**src/rtl/sse_pkg.sv**
```systemverilog
`default_nettype none

package sse_pkg;

    // fixed field widths of the ports
    localparam int KIND_W    = 2;
    localparam int IN_VAL_W  = 32;
    localparam int STAT_W    = 2;
    localparam int POS_W     = 6;
    localparam int CNT_OUT_W = 7;
    localparam int SUM_W     = 38;

    // defaults for the top level parameters
    localparam int DEF_CAPACITY    = 64;
    localparam int DEF_VALUE_WIDTH = 32;

    // operation codes on the input beat
    localparam logic [KIND_W-1:0] KIND_INS  = 2'd0;
    localparam logic [KIND_W-1:0] KIND_DEL  = 2'd1;
    localparam logic [KIND_W-1:0] KIND_SRCH = 2'd2;

    // status codes on the result beat
    localparam logic [STAT_W-1:0] STAT_DONE  = 2'd0;
    localparam logic [STAT_W-1:0] STAT_NOCHG = 2'd1;
    localparam logic [STAT_W-1:0] STAT_FULL  = 2'd2;

    // update command for the cell row
    typedef logic [1:0] t_op;
    localparam t_op OP_NONE = 2'd0;
    localparam t_op OP_INS  = 2'd1;
    localparam t_op OP_DEL  = 2'd2;

    typedef struct packed {
        logic cmp;
        t_op  op;
    } t_cell_cmd;

    typedef struct packed {
        logic vld;
        logic lt;
        logic eq;
    } t_cell_stat;

endpackage

`default_nettype wire

```
**src/rtl/sse_cell.sv**
```systemverilog
`default_nettype none

module sse_cell
    import sse_pkg::*;
#(
    parameter int VALUE_WIDTH = DEF_VALUE_WIDTH
) (
    input  wire                           i_clk,
    input  wire                           i_rst_n,
    input  t_cell_cmd                     i_cmd,
    input  wire signed [VALUE_WIDTH-1:0]  i_key,
    input  wire signed [VALUE_WIDTH-1:0]  i_left_val,
    input  wire                           i_left_vld,
    input  wire                           i_left_lt,
    input  wire signed [VALUE_WIDTH-1:0]  i_right_val,
    input  wire                           i_right_vld,
    output logic signed [VALUE_WIDTH-1:0] o_val,
    output t_cell_stat                    o_stat
);

    logic signed [VALUE_WIDTH-1:0] r_val;
    logic signed [VALUE_WIDTH-1:0] n_val;
    logic                          r_vld;
    logic                          n_vld;
    logic                          r_lt;
    logic                          r_eq;

    always_comb begin
        n_val = r_val;
        n_vld = r_vld;
        unique case (i_cmd.op)
            OP_INS: begin
                // cells at or past the slot move one place up, the slot takes the key
                if (!r_lt) begin
                    n_val = i_left_lt ? i_key : i_left_val;
                end
                n_vld = r_vld | i_left_vld;
            end
            OP_DEL: begin
                if (!r_lt) begin
                    n_val = i_right_val;
                    n_vld = i_right_vld;
                end
            end
            default: begin
                n_val = r_val;
                n_vld = r_vld;
            end
        endcase
    end

    always_ff @(posedge i_clk) begin
        r_val <= n_val;
    end

    always_ff @(posedge i_clk) begin
        if (!i_rst_n) begin
            r_vld <= 1'b0;
            r_lt  <= 1'b0;
            r_eq  <= 1'b0;
        end else begin
            r_vld <= n_vld;
            if (i_cmd.cmp) begin
                r_lt <= r_vld && (r_val < i_key);
                r_eq <= r_vld && (r_val == i_key);
            end
        end
    end

    assign o_val      = r_val;
    assign o_stat.vld = r_vld;
    assign o_stat.lt  = r_lt;
    assign o_stat.eq  = r_eq;

endmodule

`default_nettype wire

```
**config.mk**
```make
export PLATFORM = sky130hd
export DESIGN_NAME = sse_cell
export DESIGN_NICKNAME = d
export VERILOG_FILES = /design/src/rtl/sse_pkg.sv /design/src/rtl/sse_cell.sv
export SDC_FILE = /design/constraint.sdc
export NUM_CORES = 1
export LEC_CHECK = 0
export ABC_AREA = 1
export BUFFER_PORTS_ARGS = -buffer_cell sky130_fd_sc_hd__buf_2
export CELL_PAD_IN_SITES_DETAIL_PLACEMENT = 0
export CELL_PAD_IN_SITES_GLOBAL_PLACEMENT = 1
export CORE_ASPECT_RATIO = 2
export CORE_MARGIN = 2
export CORE_UTILIZATION = 34
export DETAILED_ROUTE_END_ITERATION = 10
export GPL_TIMING_DRIVEN = 0
export PLACE_DENSITY_LB_ADDON = 0.3
export RECOVER_POWER = 100
export REMOVE_ABC_BUFFERS = 1
export SETUP_SLACK_MARGIN = 0.3
export SLEW_MARGIN = 20
export SYNTH_ARGS = -nofsm -noshare
export SYNTH_HDL_FRONTEND = slang
export SYNTH_SLANG_ARGS = --single-unit
```
**constraint.sdc**
```tcl
create_clock -name i_clk -period 6.6 [get_ports i_clk]
set_input_delay 1.32 -clock i_clk [delete_from_list [all_inputs] [get_ports i_clk]]
set_output_delay 1.32 -clock i_clk [all_outputs]
set_load 0.05 [all_outputs]
```
==> results.yml <==
setup_path:
  crit_slowest_cell: "nor2_1"
  worstPathCellList: "buf_2 -> inv_1 -> nor2_1 -> clkbuf_1 -> buf_16 -> inv_1 -> a21oi_1 -> buf_16 -> buf_8"
  regToRegSetupSlack_ns: 4.52
  end_kind: "flip-flop"
  cp_max_fo: 30
  max_stage_delay_ns: 0.84
  timing.rr.start: "o_val[31]"
  critPathLaunchType: "input pin"
  crit_type: "in -> reg"
  cp.required_ns: 6.59
  critPathArrivalTime_ns: 4.46
  r2r_cells: 10
  r2r_end: "r_lt"
  critPathTopFamily: "buffers and inverters"
  path_buf_inv: 7
sta:
  setup_viol: 0
  period_share_pct: 67.8
  clock.fmax_mhz: 223
  timing.final.ws_setup_ns: 2.13
  skew_ns: 0.00313
  slew_violations: 65
  rsz0062_at_grt: "no"
  max_slew_margin_pct: -59.6
  hold_viol_final: 0
  finalCriticalPeriod_ns: 4.47
  worst_slew_pin_slew_ns: 2.39
synth:
  synth_warnings: 0
  synthMuxAreaShare_pct: 0
  synthCells: 343
  synth_top_area_share_pct: 36.1
  synth_area_leader_cell: "edfxtp_1"
  synth_xor_xnor_area_share_pct: 0
  synth_flop_cell: "edfxtp_1"
  synth.avg_cell_area_um2: 7.76
  synth_top_family_by_area: "simple AND/OR/NAND/NOR gates"
  synth_compound_area_share_pct: 17.5
  synth_area_leaders: "edfxtp_1 (36%), ha_1 (15%), nand2_1 (14%), o21ai_0 (6.4%), o21ai_1 (6.4%)"
  synth_edf_count: 32
  synth_cell_type_count: 27
  synth-adder-area-share_pct: 15.0
  synth-seq-cells: 35
  synth-simple-area-share_pct: 19.3
  ys_seq_area_share_pct: 38.4
  async_flop_share_pct: 0
  yosysMostFrequentCell: "nand2_1"
  synth.cell_area_um2: 2660
  synth_commonest_cells: "nand2_1 (100), inv_1 (44), o21ai_0 (34), o21ai_1 (34)"
placement:
  dp_hpwl_um: 5680
  pre_cts_ws_ns: 3.24
  dp_cells: 562
  portBuffers: 138
  gp_congestion: 0.792
power_and_ir_drop:
  power.switching_uw: 245
  p_sw_share_pct: 33.7
  combPwrFrac_pct: 30.9
  clkPwrFrac_pct: 30.9
  ir_worst_vdd_v: 0.000150
  power_density_nw_per_um2: 206
  p_leak_nw: 1.75
  p_seq_share_pct: 38.2
  p_int_uw: 482
grt:
  grt_max_degree: 65
  antenna_found_initial: 0
  gr-total-overflow: 0
  grt.total_usage_pct: 16.9
  grt_pass1_wl_um: 11000
  grt_pass1_vias: 2552
clock_network:
  htree_num_levels: 2
  cts_root_buf: "clkbuf_16"
  cts_hold_buf: 0
  path_clk_slew_ns: 0.05
  postCtsResizedCells: 0
  postCtsSetupBuffers: 0
  cts_tree: "yes"
  clock_latency_ns: 0.28
  cts.sink_count: 35
  cts_made_buffers: 5
  clock_path_buffers: 2
routing:
  wl_per_cell_um: 12.2
  viasPerCell: 4.61
  routed_wl_um: 6940
  drcViolationCount: 0
  drtIter0Drc: 96
  drtPass1Iterations: 4
  antenna_left: 0
  vias: 2626
final_layout:
  synthToLayoutAreaGrowth_pct: 32.9
  n_antenna_cell: 0
  layout.nets: 611
  layout-drive-gt1-share_pct: 25.4
  fin_cells: 570
min_path:
  hp-class: "reg -> reg"
  holdPathStages: 2
  hp-start: "r_eq"
  min_to: "r_eq"
floorplanning:
  dieArea_um2: 8590
  ios: 139
  chipHeight_um: 129
  core-area_um2: 7600
  rows: 45
  initial_core_util_pct: 35.0
  die_w_um: 66.6
job:
  drv_cap: 1
outcome:
  violations: "max-capacitance violations, max-slew violations"
  status: "finished with violations"
-- worst max-delay path by stage --
stage | from | to | cells past startpoint
CTS | i_cmd[0] | o_val[9] | 8
global placement | i_cmd[1] | o_val[19] | 5
finish | i_cmd[1] | o_val[12] | 9
global route | i_cmd[1] | o_val[12] | 9
floorplan | i_cmd[1] | o_val[0] | 4
detailed placement | i_cmd[0] | o_val[9] | 8
-- stage by stage --
| stage | total power, mW | hold WS (ns) | util, % | setup TNS [ns] | instance area [µm²] |
|---|---|---|---|---|---|
| floorplan | 0.438 | 0.684 | - | 0 | 2580 |
| global placement | 0.512 | 0.455 | 44.6 | -35.96 | 3390 |
| detailed placement | 0.523 | 0.456 | 46.1 | 0 | 3500 |
| CTS | 0.753 | 0.464 | 47.9 | 0 | 3640 |
| global route | 0.779 | 0.482 | 46.5 | 0 | 3540 |
| finish | 0.727 | 0.464 | 46.5 | 0 | 3540 |
-- logic make-up after synthesis --
group,after synthesis
adders and majority gates,32
buffers and inverters,65
and+or+nand+nor,121
DFF,35
AOI/OAI and AO/OA,90
-- layout by cell type (no fill, tap or decap), types with 3 or more instances in the layout --
master / n
ha_1: 32
a21oi_1: 17
inv_1: 46
edfxtp_1: 32
dfxtp_1: 3
nor2_1: 8
clkbuf_16: 5
nand4_1: 3
o21ai_0: 65
clkbuf_1: 39
nand2_1: 100
nand2_2: 3
buf_2: 102
o21ai_1: 3
-- power by group through the flow --
stage          Sequential (mW)  Combinational [mW]  Clock [mW]
2_1_floorplan            0.347              0.0905           0
3_3_place_gp             0.283               0.230           0
3_5_place_dp             0.282               0.241           0
4_1_cts                  0.278               0.242       0.233
5_1_grt                  0.281               0.253       0.245
6_report                 0.278               0.225       0.225
-- layer usage --
layer / share of wire [%] / up-vias / GRT usage, %
met5: 0 / - / 0
met4: 1.5 / 0 / 6.12
met3: 4.7 / 4 / 3.13
met2: 57 / 74 / 32.5
met1: 37 / 1149 / 17.4
li1: - / 1399 / -
-- state kept, by name (all words and copies together) (netlist names) --
register	count
r_vld	1
r_lt	1
r_eq	1
o_val	32
-- final cells by class --
type	instances	area [µm²]
repair buffers	142	719
fillers	848	4060
multi-input cells	243	1360
well taps	94	118
flip-flops and latches	35	1020
clock buffers	7	133
clock inverters	1	5.00
inverters	48	180
-- tightest hold or removal path: stages, from the launching register on --
cell and delay [ns]:
dfxtp_1 0.31, nand2_1 0.06, a21oi_1 0.05
Note: power is estimated with default switching activity, not from simulation.
